<file path="src/rtl/core/pwu_pkg.sv">
// ----------------------------------------------------------------------------
// pwu_pkg
// Shared widths, register map, command/status types and controller states
// of the path waypoint upsampler.
// ----------------------------------------------------------------------------
package pwu_pkg;

  localparam int COORD_W    = 24;
  localparam int RES_W      = 16;
  localparam int MAX_POINTS = 64;
  localparam int CNT_W      = $clog2(MAX_POINTS + 1);
  localparam int MAG_W      = COORD_W;
  localparam int PROD_W     = 2 * MAG_W;
  localparam int D2_W       = PROD_W + 1;
  localparam int S_W        = RES_W + $clog2(MAX_POINTS);
  localparam int DCNT_W     = $clog2(MAG_W);

  localparam int APB_DATA_W = 32;
  localparam int REG_IDX_W  = 1;
  localparam int APB_ADDR_W = REG_IDX_W + 2;

  localparam logic [REG_IDX_W-1:0] REG_RESOLUTION = '0;
  localparam logic [RES_W-1:0]     RES_RESET      = RES_W'(77);

  typedef struct packed {
    logic load;
    logic sq_x;
    logic sq_y;
    logic sum;
    logic sq_s;
    logic s_cmp;
    logic div_step;
    logic emit_init;
    logic emit;
    logic start_out;
  } cmd_t;

  typedef struct packed {
    logic sq_le;
    logic cnt_max;
    logic n_zero;
    logic div_last;
    logic emit_last;
    logic out_free;
  } stat_t;

  typedef enum logic [8:0] {
    ST_IDLE  = 9'b000000001,
    ST_START = 9'b000000010,
    ST_SQX   = 9'b000000100,
    ST_SQY   = 9'b000001000,
    ST_SUM   = 9'b000010000,
    ST_SSQ   = 9'b000100000,
    ST_SCMP  = 9'b001000000,
    ST_DIV   = 9'b010000000,
    ST_EMIT  = 9'b100000000
  } state_t;

endpackage

</file>
<file path="src/rtl/core/pwu_ctrl.sv">
// ----------------------------------------------------------------------------
// pwu_ctrl
// Controller: sequences distance squaring, count search, division and point
// emission for one waypoint at a time.
// ----------------------------------------------------------------------------
module pwu_ctrl (
  input  logic           clk,
  input  logic           rst,
  input  logic           in_valid,
  input  logic           route_start,
  input  pwu_pkg::stat_t stat,
  output logic           in_stall,
  output pwu_pkg::cmd_t  cmd
);

  pwu_pkg::state_t state;
  pwu_pkg::state_t state_next;

  always_ff @(posedge clk) begin
    if (rst) begin
      state <= pwu_pkg::ST_IDLE;
    end else begin
      state <= state_next;
    end
  end

  always_comb begin
    cmd        = '0;
    state_next = state;
    unique case (state)
      pwu_pkg::ST_IDLE: begin
        if (in_valid) begin
          cmd.load   = 1'b1;
          state_next = route_start ? pwu_pkg::ST_START : pwu_pkg::ST_SQX;
        end
      end
      pwu_pkg::ST_START: begin
        if (stat.out_free) begin
          cmd.start_out = 1'b1;
          state_next    = pwu_pkg::ST_IDLE;
        end
      end
      pwu_pkg::ST_SQX: begin
        cmd.sq_x   = 1'b1;
        state_next = pwu_pkg::ST_SQY;
      end
      pwu_pkg::ST_SQY: begin
        cmd.sq_y   = 1'b1;
        state_next = pwu_pkg::ST_SUM;
      end
      pwu_pkg::ST_SUM: begin
        cmd.sum    = 1'b1;
        state_next = pwu_pkg::ST_SSQ;
      end
      pwu_pkg::ST_SSQ: begin
        cmd.sq_s   = 1'b1;
        state_next = pwu_pkg::ST_SCMP;
      end
      pwu_pkg::ST_SCMP: begin
        cmd.s_cmp = 1'b1;
        priority if (stat.sq_le && !stat.cnt_max) begin
          state_next = pwu_pkg::ST_SSQ;
        end else if (stat.sq_le || !stat.n_zero) begin
          state_next = pwu_pkg::ST_DIV;
        end else begin
          state_next = pwu_pkg::ST_IDLE;
        end
      end
      pwu_pkg::ST_DIV: begin
        cmd.div_step = 1'b1;
        if (stat.div_last) begin
          cmd.emit_init = 1'b1;
          state_next    = pwu_pkg::ST_EMIT;
        end
      end
      pwu_pkg::ST_EMIT: begin
        if (stat.out_free) begin
          cmd.emit = 1'b1;
          if (stat.emit_last) begin
            state_next = pwu_pkg::ST_IDLE;
          end
        end
      end
      default: begin
        state_next = pwu_pkg::ST_IDLE;
      end
    endcase
  end

  assign in_stall = (state != pwu_pkg::ST_IDLE);

endmodule

</file>
<file path="src/rtl/core/pwu_dpath.sv">
// ----------------------------------------------------------------------------
// pwu_dpath
// Datapath: deltas, shared squarer, count search, two-lane restoring divider,
// incremental interpolation and the output register.
// ----------------------------------------------------------------------------
module pwu_dpath (
  input  logic                                 clk,
  input  logic                                 rst,
  input  pwu_pkg::cmd_t                        cmd,
  output pwu_pkg::stat_t                       stat,
  input  logic [pwu_pkg::RES_W-1:0]            res,
  input  logic signed [pwu_pkg::COORD_W-1:0]   way_x,
  input  logic signed [pwu_pkg::COORD_W-1:0]   way_y,
  input  logic                                 out_stall,
  output logic                                 out_valid,
  output logic signed [pwu_pkg::COORD_W-1:0]   pt_x,
  output logic signed [pwu_pkg::COORD_W-1:0]   pt_y,
  output logic                                 last_of_run
);

  localparam int CW = pwu_pkg::COORD_W;
  localparam int MW = pwu_pkg::MAG_W;
  localparam int NW = pwu_pkg::CNT_W;

  logic signed [CW-1:0]         wx, wy, prev_x, prev_y;
  logic                         neg_x, neg_y;
  logic [MW-1:0]                mag_x, mag_y;
  logic [pwu_pkg::PROD_W-1:0]   prod;
  logic [pwu_pkg::D2_W-1:0]     d2;
  logic [pwu_pkg::S_W-1:0]      s;
  logic [NW-1:0]                cnt, n;
  logic [MW-1:0]                qx, qy;
  logic [NW-1:0]                rx, ry;
  logic [pwu_pkg::DCNT_W-1:0]   dcnt;
  logic [MW-1:0]                acc_x, acc_y;
  logic [NW-1:0]                rem_x, rem_y;

  logic signed [CW:0]           dx_full, dy_full;
  logic [CW:0]                  adx_full, ady_full;
  logic [MW-1:0]                mul_op;
  logic [NW:0]                  tx, ty, sum_rx, sum_ry;
  logic                         ge_x, ge_y, cy_x, cy_y;
  logic [NW-1:0]                rx_next, ry_next, rem_x_next, rem_y_next;
  logic [MW-1:0]                acc_x_next, acc_y_next;
  logic [CW-1:0]                ptx_next, pty_next;

  // delta against stored point, taken from the input ports at load
  assign dx_full  = {way_x[CW-1], way_x} - {prev_x[CW-1], prev_x};
  assign dy_full  = {way_y[CW-1], way_y} - {prev_y[CW-1], prev_y};
  assign adx_full = dx_full[CW] ? (CW+1)'(-dx_full) : (CW+1)'(dx_full);
  assign ady_full = dy_full[CW] ? (CW+1)'(-dy_full) : (CW+1)'(dy_full);

  always_comb begin
    priority if (cmd.sq_x) begin
      mul_op = mag_x;
    end else if (cmd.sq_y) begin
      mul_op = mag_y;
    end else begin
      mul_op = MW'(s);
    end
  end

  // restoring division step, both lanes
  assign tx      = {rx, qx[MW-1]};
  assign ty      = {ry, qy[MW-1]};
  assign ge_x    = tx >= {1'b0, n};
  assign ge_y    = ty >= {1'b0, n};
  assign rx_next = ge_x ? NW'(tx - {1'b0, n}) : NW'(tx);
  assign ry_next = ge_y ? NW'(ty - {1'b0, n}) : NW'(ty);

  // incremental floor(|d|*i/n): quotient plus carried remainder
  assign sum_rx     = {1'b0, rem_x} + {1'b0, rx};
  assign sum_ry     = {1'b0, rem_y} + {1'b0, ry};
  assign cy_x       = sum_rx >= {1'b0, n};
  assign cy_y       = sum_ry >= {1'b0, n};
  assign rem_x_next = cy_x ? NW'(sum_rx - {1'b0, n}) : NW'(sum_rx);
  assign rem_y_next = cy_y ? NW'(sum_ry - {1'b0, n}) : NW'(sum_ry);
  assign acc_x_next = acc_x + qx + MW'(cy_x);
  assign acc_y_next = acc_y + qy + MW'(cy_y);
  assign ptx_next   = neg_x ? (CW'(prev_x) - acc_x_next) : (CW'(prev_x) + acc_x_next);
  assign pty_next   = neg_y ? (CW'(prev_y) - acc_y_next) : (CW'(prev_y) + acc_y_next);

  assign stat.sq_le     = pwu_pkg::D2_W'(prod) <= d2;
  assign stat.cnt_max   = cnt == NW'(pwu_pkg::MAX_POINTS);
  assign stat.n_zero    = n == '0;
  assign stat.div_last  = dcnt == pwu_pkg::DCNT_W'(MW - 1);
  assign stat.emit_last = cnt == n;
  assign stat.out_free  = !out_valid || !out_stall;

  // control state
  always_ff @(posedge clk) begin
    if (rst) begin
      out_valid <= 1'b0;
      prev_x    <= '0;
      prev_y    <= '0;
    end else begin
      if (cmd.emit || cmd.start_out) begin
        out_valid <= 1'b1;
      end else if (!out_stall) begin
        out_valid <= 1'b0;
      end
      if (cmd.start_out || (cmd.emit && stat.emit_last)) begin
        prev_x <= wx;
        prev_y <= wy;
      end
    end
  end

  // payload
  always_ff @(posedge clk) begin
    if (cmd.load) begin
      wx    <= way_x;
      wy    <= way_y;
      neg_x <= dx_full[CW];
      neg_y <= dy_full[CW];
      mag_x <= MW'(adx_full);
      mag_y <= MW'(ady_full);
    end
    if (cmd.sq_x || cmd.sq_y || cmd.sq_s) begin
      prod <= pwu_pkg::PROD_W'(mul_op) * pwu_pkg::PROD_W'(mul_op);
    end
    if (cmd.sq_y) begin
      d2 <= pwu_pkg::D2_W'(prod);
    end
    if (cmd.sum) begin
      d2   <= d2 + pwu_pkg::D2_W'(prod);
      s    <= pwu_pkg::S_W'(res);
      cnt  <= NW'(1);
      n    <= '0;
      qx   <= mag_x;
      qy   <= mag_y;
      rx   <= '0;
      ry   <= '0;
      dcnt <= '0;
    end
    if (cmd.s_cmp && stat.sq_le) begin
      n <= cnt;
      if (!stat.cnt_max) begin
        cnt <= cnt + NW'(1);
        s   <= s + pwu_pkg::S_W'(res);
      end
    end
    if (cmd.div_step) begin
      qx   <= {qx[MW-2:0], ge_x};
      qy   <= {qy[MW-2:0], ge_y};
      rx   <= rx_next;
      ry   <= ry_next;
      dcnt <= dcnt + pwu_pkg::DCNT_W'(1);
    end
    if (cmd.emit_init) begin
      acc_x <= '0;
      acc_y <= '0;
      rem_x <= '0;
      rem_y <= '0;
      cnt   <= NW'(1);
    end
    if (cmd.emit) begin
      acc_x       <= acc_x_next;
      acc_y       <= acc_y_next;
      rem_x       <= rem_x_next;
      rem_y       <= rem_y_next;
      cnt         <= cnt + NW'(1);
      pt_x        <= ptx_next;
      pt_y        <= pty_next;
      last_of_run <= stat.emit_last;
    end
    if (cmd.start_out) begin
      pt_x        <= wx;
      pt_y        <= wy;
      last_of_run <= 1'b1;
    end
  end

endmodule

</file>
<file path="src/rtl/core/path_waypoint_upsampler.sv">
// ----------------------------------------------------------------------------
// path_waypoint_upsampler
// Densifies a route by linear interpolation between successive waypoints.
// ----------------------------------------------------------------------------
// One waypoint transaction is processed at a time. A route-start waypoint
// yields one point. Any other waypoint is first taken, its squared distance
// is formed on the shared 24x24 multiplier and its count n is found by a
// search of n+1 trials (64 when n saturates at 64). A waypoint closer than
// one resolution step ends there, yields no point and leaves the stored
// point unchanged. Otherwise a radix-2 division of both deltas by n follows,
// then one point per cycle is emitted while the output is not stalled.
// The output register lets the next waypoint be taken while the last point
// still waits. resolution sits at byte address 0 of the APB port and resets
// to 77.
// ----------------------------------------------------------------------------
module path_waypoint_upsampler (
  input  logic                                 clk,
  input  logic                                 rst,
  input  logic                                 psel,
  input  logic                                 penable,
  input  logic                                 pwrite,
  input  logic [pwu_pkg::APB_ADDR_W-1:0]       paddr,
  input  logic [pwu_pkg::APB_DATA_W-1:0]       pwdata,
  output logic [pwu_pkg::APB_DATA_W-1:0]       prdata,
  output logic                                 pready,
  input  logic                                 in_valid,
  output logic                                 in_stall,
  input  logic                                 route_start,
  input  logic signed [pwu_pkg::COORD_W-1:0]   way_x,
  input  logic signed [pwu_pkg::COORD_W-1:0]   way_y,
  output logic                                 out_valid,
  input  logic                                 out_stall,
  output logic signed [pwu_pkg::COORD_W-1:0]   pt_x,
  output logic signed [pwu_pkg::COORD_W-1:0]   pt_y,
  output logic                                 last_of_run
);

  logic [pwu_pkg::RES_W-1:0] resolution;
  logic                      sel_res;
  pwu_pkg::cmd_t             cmd;
  pwu_pkg::stat_t            stat;

  assign pready  = 1'b1;
  assign sel_res = paddr[pwu_pkg::APB_ADDR_W-1:2] == pwu_pkg::REG_RESOLUTION;
  assign prdata  = sel_res ? pwu_pkg::APB_DATA_W'(resolution) : '0;

  always_ff @(posedge clk) begin
    if (rst) begin
      resolution <= pwu_pkg::RES_RESET;
    end else if (psel && penable && pwrite && pready && sel_res) begin
      resolution <= pwdata[pwu_pkg::RES_W-1:0];
    end
  end

  pwu_ctrl u_ctrl (
    .clk         (clk),
    .rst         (rst),
    .in_valid    (in_valid),
    .route_start (route_start),
    .stat        (stat),
    .in_stall    (in_stall),
    .cmd         (cmd)
  );

  pwu_dpath u_dpath (
    .clk         (clk),
    .rst         (rst),
    .cmd         (cmd),
    .stat        (stat),
    .res         (resolution),
    .way_x       (way_x),
    .way_y       (way_y),
    .out_stall   (out_stall),
    .out_valid   (out_valid),
    .pt_x        (pt_x),
    .pt_y        (pt_y),
    .last_of_run (last_of_run)
  );

endmodule
</file>
<file path="config.mk">
export PLATFORM = sky130hd
export DESIGN_NAME = path_waypoint_upsampler
export DESIGN_NICKNAME = d
export VERILOG_FILES = /design/src/rtl/core/pwu_pkg.sv /design/src/rtl/core/pwu_ctrl.sv /design/src/rtl/core/pwu_dpath.sv /design/src/rtl/core/path_waypoint_upsampler.sv
export SDC_FILE = /design/constraint.sdc
export NUM_CORES = 2
export LEC_CHECK = 0
export CAP_MARGIN = 0
export CELL_PAD_IN_SITES_DETAIL_PLACEMENT = 0
export CELL_PAD_IN_SITES_GLOBAL_PLACEMENT = 1
export CORE_AREA = 4 4 329 331
export CTS_BUF_LIST = sky130_fd_sc_hd__clkbuf_4 sky130_fd_sc_hd__clkbuf_8
export DETAILED_ROUTE_END_ITERATION = 7
export DIE_AREA = 0 0 333 335
export DONT_BUFFER_PORTS = 1
export PLACE_DENSITY_LB_ADDON = 0.1
export SLEW_MARGIN = 0
export SYNTH_ARGS = -nofsm -noshare
export SYNTH_HDL_FRONTEND = slang
export SYNTH_SLANG_ARGS = --single-unit
</file>
<file path="constraint.sdc">
create_clock -name clk -period 8 [get_ports clk]
set_clock_uncertainty 0.2 [all_clocks]
set_input_delay 1.6 -clock clk [delete_from_list [all_inputs] [get_ports clk]]
set_output_delay 1.6 -clock clk [all_outputs]
set_load 0.01 [all_outputs]
</file>
## Yosys cells after proc, flatten, opt, wreduce, memory -nomap -nowiden

Cells that the tools add are included.

| word-level totals | value |
|---|---|
| bits in registers | 483 |
| bits of input ports | 91 |
| output and inout port bits | 84 |

| operators by class | value |
|---|---|
| magnitude comparators | 5 |
| multiply operators | 1 |
| mux-type cells | 64 |
| equal/unequal tests | 19 |
| reduce and logical (&&, ||, !) cells | 23 |
| $add $sub $neg | 22 |
| bitwise gates (word level) | 1 |

Operator list:

| kind | number |
|---|---|
| $mux W24 | 17 |
| $mux W7 | 16 |
| $mux W49 | 2 |
| $add A24 B24 Y24 | 4 |
| $pmux W9 S9 | 1 |
| $mux W22 | 3 |
| $sub A24 B24 Y25 | 2 |
| $add A49 B48 Y49 | 1 |
| $le A48 B49 Y1 | 1 |
| $add A24 B1 Y24 | 2 |
| $mul A24 B24 Y48 | 1 |
| $neg A24 Y24 | 2 |
| $sub A24 B24 Y24 | 2 |
| $mux W9 | 5 |
| $ge A8 B7 Y1 | 4 |
| $sub A7 B7 Y7 | 4 |
| $add A22 B16 Y22 | 1 |
| $add A7 B7 Y8 | 2 |
| $mux W16 | 1 |
| $mux W8 | 2 |
| $mux W1 | 13 |
| $mux W5 | 2 |
| $reduce_bool A2 Y1 | 5 |
| $eq A9 B1 Y1 const B | 1 |
| other kinds (24) | 41 |

## Depth between registers and ports, before layout

| depth | value |
|---|---|
| depth in word-level cells | 7 |
| mapped depth | 37 |
| mapped depth without buffers | 35 |

## Modules after synthesis

From an unflattened synthesis, not the netlist that was laid out.

| unflattened totals | value |
|---|---|
| cells, all modules | 5293 |
| area total of the unflattened synthesis | 49807.8 µm² |

Modules (own cells, without submodules):

| module | sequential area each (µm²) | cells each | instances | area an instance (µm²) |
|---|---|---|---|---|
| pwu_dpath | 12932.4 | 5105 | 1 | 48197.5 |
| path_waypoint_upsampler | 320.3 | 106 | 1 | 967.2 |
| pwu_ctrl | 180.2 | 82 | 1 | 643.1 |

## Worst setup path before layout

No wires, ideal clock.

| path | value |
|---|---|
| path kind | flip-flop to flip-flop |
| from | register u_ctrl.state[0] |
| to | register u_dpath.prod[47] (netlist bit) (data pin) |
| path buffers | 5 |
| cell stages (with the launch flop) | 32 |
| required time | 7.540 ns |
| setup slack | -0.834 ns |
| arrival | 8.375 ns |
| path through | dfxtp_1 -> nor4_1 -> nor2b_1 -> and3_1 -> clkbuf_1 -> clkbuf_1 -> buf_1 -> nand2_1 -> o21ai_0 -> clkbuf_1 -> nand2_1 -> fa_1 -> inv_1 -> fa_1 -> fa_1 -> inv_1 -> fa_1 -> fa_1 -> fa_1 -> inv_1 -> fa_1 -> ha_1 -> clkbuf_1 -> nand3_1 -> or3_1 -> nand3_1 -> a41o_1 -> a21oi_1 -> o31ai_1 -> o21ai_0 -> a21oi_1 -> xnor2_1 |

| on the way | value |
|---|---|
| word-level cells in the longest chain between the ends | 5 |
| elaborated cells between the ends (all ways) | 7 |
| those cells by class | mul (1); eq/ne (2); mux (4) |

Ends and longest elaborated chain:

| item | line | text |
|---|---|---|
| start: declaration | pwu_ctrl.sv:16 | `pwu_pkg::state_t state;` |
| start signal: assignment | pwu_ctrl.sv:21 | `state <= pwu_pkg::ST_IDLE;` |
| start signal: assignment | pwu_ctrl.sv:23 | `state <= state_next;` |
| $eq A9 B4 Y1 | pwu_ctrl.sv:30 | `unique case (state)` |
| $mux W1 | pwu_ctrl.sv:30 |  |
| $mux W24 | pwu_dpath.sv:56 | `end else if (cmd.sq_y) begin` |
| $mux W24 * | pwu_dpath.sv:54 | `priority if (cmd.sq_x) begin` |
| $mul A24 B24 Y48 * | pwu_dpath.sv:120 | `prod <= pwu_pkg::PROD_W'(mul_op) * pwu_pkg::PROD_W'(mul_op);` |
| end signal: assignment | pwu_dpath.sv:120 |  |
| end: declaration | pwu_dpath.sv:28 | `logic [pwu_pkg::PROD_W-1:0] prod;` |

Mark *: on every way between the ends. The rest lies on a longest branch, timed or not.
A chain may end at the register's enable or synchronous reset.

## Worst setup path in the final report

| path | value |
|---|---|
| from | register u_ctrl.state[0] |
| to | register u_dpath.prod[34] (netlist bit) (data pin) |

The elaborated chain is that of the path after synthesis.

==> impl_metrics.tcl <==
set metrics [dict create \
    cp_max_fo 7 \
    cpMaxStageDelayCell "fa_1" \
    synth_area_leaders "edfxtp_1, fa_1, ha_1, inv_1, nand2_1" \
    vias 39400 \
    final_core_util 0.552 \
    maxCapViolations 0 \
    place_area_um2 54200 \
    critPathCaptureType "flip-flop" \
    cts_buffer_depth 3 \
    max_slew_margin 0.187 \
    min_path_cells 2 \
    io_buffer_count 0 \
    die_area_um2 112000 \
    fin_total_pwr_mw 6.39 \
    hold_viol 0 \
    max_stage_delay_ps 550 \
    crit_top_cell "fa_1" \
    violations "negative setup slack" \
    avgSynthCellArea_um2 9.00 \
    nets 6917 \
    cp_num_buf_inv 9 \
    hold_class "reg2reg" \
    area_growth_pct 17.9 \
    tightest_slew_ps 1220 \
    start_util 0.468 \
    grtUsageTotal 0.251 \
    grt_max_degree 82 \
    synth-edff-count 378 \
    drive_above_1_share 0.166 \
    firstDrtPassIters 5 \
    synth_top_cell_by_area "edfxtp_1" \
    worst_slack_ps -330 \
    clockRootBuffer "clkbuf_8" \
    syn_area_um2 49200 \
    wl_um 139000 \
    clkLatencyLatePin_ps 750 \
    cp.required_ps 8260 \
    p_leak_nw 26.7 \
    post-route-drc-count 0 \
    power_per_cell_area_nw_per_um2 110 \
    wl_per_cell_um 18.8 \
    cts_num_sinks 482 \
    synthCells 5467 \
    cp.arrival_ps 8590 \
    clock.fmax_mhz 120 \
    numCtsBuffers 91 \
    path_depth 34 \
    place.gp.congestion 0.882 \
    clk_pin_slew_ps 60 \
    drv_slew 0 \
    coreArea_um2 105000 \
    rows 119 \
    period_needed_ps 8330 \
    cts_tree "yes" \
    vdd_ir_drop_max_mv 0.153 \
    die_x_um 333 \
    finalCritPeriodShare 1.04 \
    synth-seq-area-share 0.273 \
    die_h_um 335 \
    critical-path-top-delay-family "adder cells" \
    start_kind "flip-flop" \
    antenna_found_initial 4 \
    ys_ff_latch 482 \
    setup-violations-final 16 \
    rsz0062_at_grt "yes" \
    yosysMostFrequentCell "inv_1" \
    synth_top_area_frac 0.231 \
    status "finished, violations left" \
    drt_iter0_drc 2510 \
    fin_area_um2 58000 \
    grt-ovfl-total 0 \
    io_pins 175 \
    first_global_vias 40100 \
    ys_warn_count 0 \
    fill_cells 9729 \
    synthArstFlopShare 0 \
    grt_pass1_wl_um 222000 \
    vias_per_cell 5.32 \
    yosysUniqueCellTypes 99 \
    crit_type "reg2reg" \
    yosys-top-cells-count "inv_1, nand2_1, nor2_1, ha_1, fa_1" \
    reg2reg_depth 34 \
    detail-route-antenna-nets 0 \
    ys.flop_type "edfxtp_1" \
    hpwl_um 110000 \
    cts_max_level 3 \
]
==> where the power goes <==
part | switching (mW) | total [mW] | internal, mW
combinational | 0.473 | 0.779 | 0.305
clock | 1.22 | 2.74 | 1.52
sequential | 0.0789 | 2.88 | 2.80
==> final timing paths <==
check	start	endpoint	slack [ps]
max	u_ctrl.state[0]	u_dpath.prod[34]	-330
max reg2reg	u_ctrl.state[0]	u_dpath.prod[34]	-330
min reg2reg	u_dpath.prev_y[23]	u_dpath.prev_y[23]	250
min	u_dpath.prev_y[23]	u_dpath.prev_y[23]	250
==> what timing repair did <==
item                       4_1_cts  5_1_grt
setup endpoints to repair       23       38
setup buffers                   32       19
pin swaps                       46       93
gates resized for setup        210      116
cloned                           4        0
hold buffers                     0        0
==> routing by layer <==
layer / track usage / part of all wire / vias up
met5: 0 / 0 / -
met1: 0.356 / 0.47 / 19300
met4: 0.0622 / 0.026 / 0
met2: 0.406 / 0.45 / 778
li1: - / - / 19200
met3: 0.0396 / 0.052 / 181
==> layout by cell type (no fill, tap or decap), types with 65 or more instances in the layout <==
| cell | Yosys | layout |
|---|---|---|
| dfxtp_1 | 104 | 102 |
| xnor2_1 | 212 | 203 |
| nand2_1 | 686 | 665 |
| ha_1 | 466 | 445 |
| nor3_1 | 70 | 65 |
| a21oi_1 | 358 | 326 |
| nor2_1 | 535 | 496 |
| xor2_1 | 118 | 116 |
| fa_1 | 438 | 423 |
| clkbuf_8 | 0 | 102 |
| edfxtp_1 | 378 | 378 |
| buf_4 | 17 | 477 |
| a21o_1 | 103 | 103 |
| o21ai_0 | 196 | 174 |
| inv_1 | 783 | 756 |
==> worst reg2reg max path: cells and delay by family, from the launching register on <==
family / cells / cell delay, ps
AO/OA/AOI/OAI: 10 / 1820
XOR/XNOR: 1 / 140
adder cells (fa/ha/maj): 8 / 3420
buffers and inverters: 9 / 1020
flip-flops: 1 / 330
multiplexers: 1 / 120
AND/OR/NAND/NOR: 5 / 1000
==> metrics by stage <==
step	TNS, ps	hold WS [ps]	cells	worst slack (ps)
after floorplan	-4.23	232	5482	-3.81
after global placement	-8650	236	7170	-657
after detailed placement	-9080	241	7170	-683
after CTS	-2700	248	7372	-297
after global routing	-9290	281	7391	-627
final	-3900	246	7397	-330
==> cell families (layout without fill, tap and decap cells) <==
family                   Yosys count  after routing  synth area share
AND/OR/NAND/NOR                 1697           1697             0.154
AO/OA/AOI/OAI                   1039           1039             0.133
buffers and inverters            973           1490            0.0756
adder cells (fa/ha/maj)          904            904             0.297
flip-flops                       482            482             0.273
XOR/XNOR                         331            331            0.0593
multiplexers                      39             39           0.00801
other                              2             24          0.000153
==> sequential cells by signal (all words and copies together), names as in the netlist, 9 cells and up <==
register,count
u_dpath.d2,49
u_dpath.prod,47
u_dpath.acc_x,24
u_dpath.acc_y,24
u_dpath.mag_x,24
u_dpath.mag_y,24
u_dpath.prev_x,24
u_dpath.prev_y,24
u_dpath.pt_x,24
u_dpath.pt_y,24
u_dpath.qx,24
u_dpath.qy,24
u_dpath.wx,24
u_dpath.wy,24
u_dpath.s,22
resolution,16
u_ctrl.state,9
==> cell type report <==
cell class	count	area, um^2	area share
Tap cell	1391	1740	0.0300
Clock inverter	46	450	0.00777
Clock buffer	124	1570	0.0271
Multi-Input combinational cell	4027	33400	0.575
Sequential cell	482	13400	0.232
Antenna cell	7	17.5	0.000302
Inverter	785	2960	0.0511
Timing Repair Buffer	535	4450	0.0767
Power figures use the tool's default switching activity.
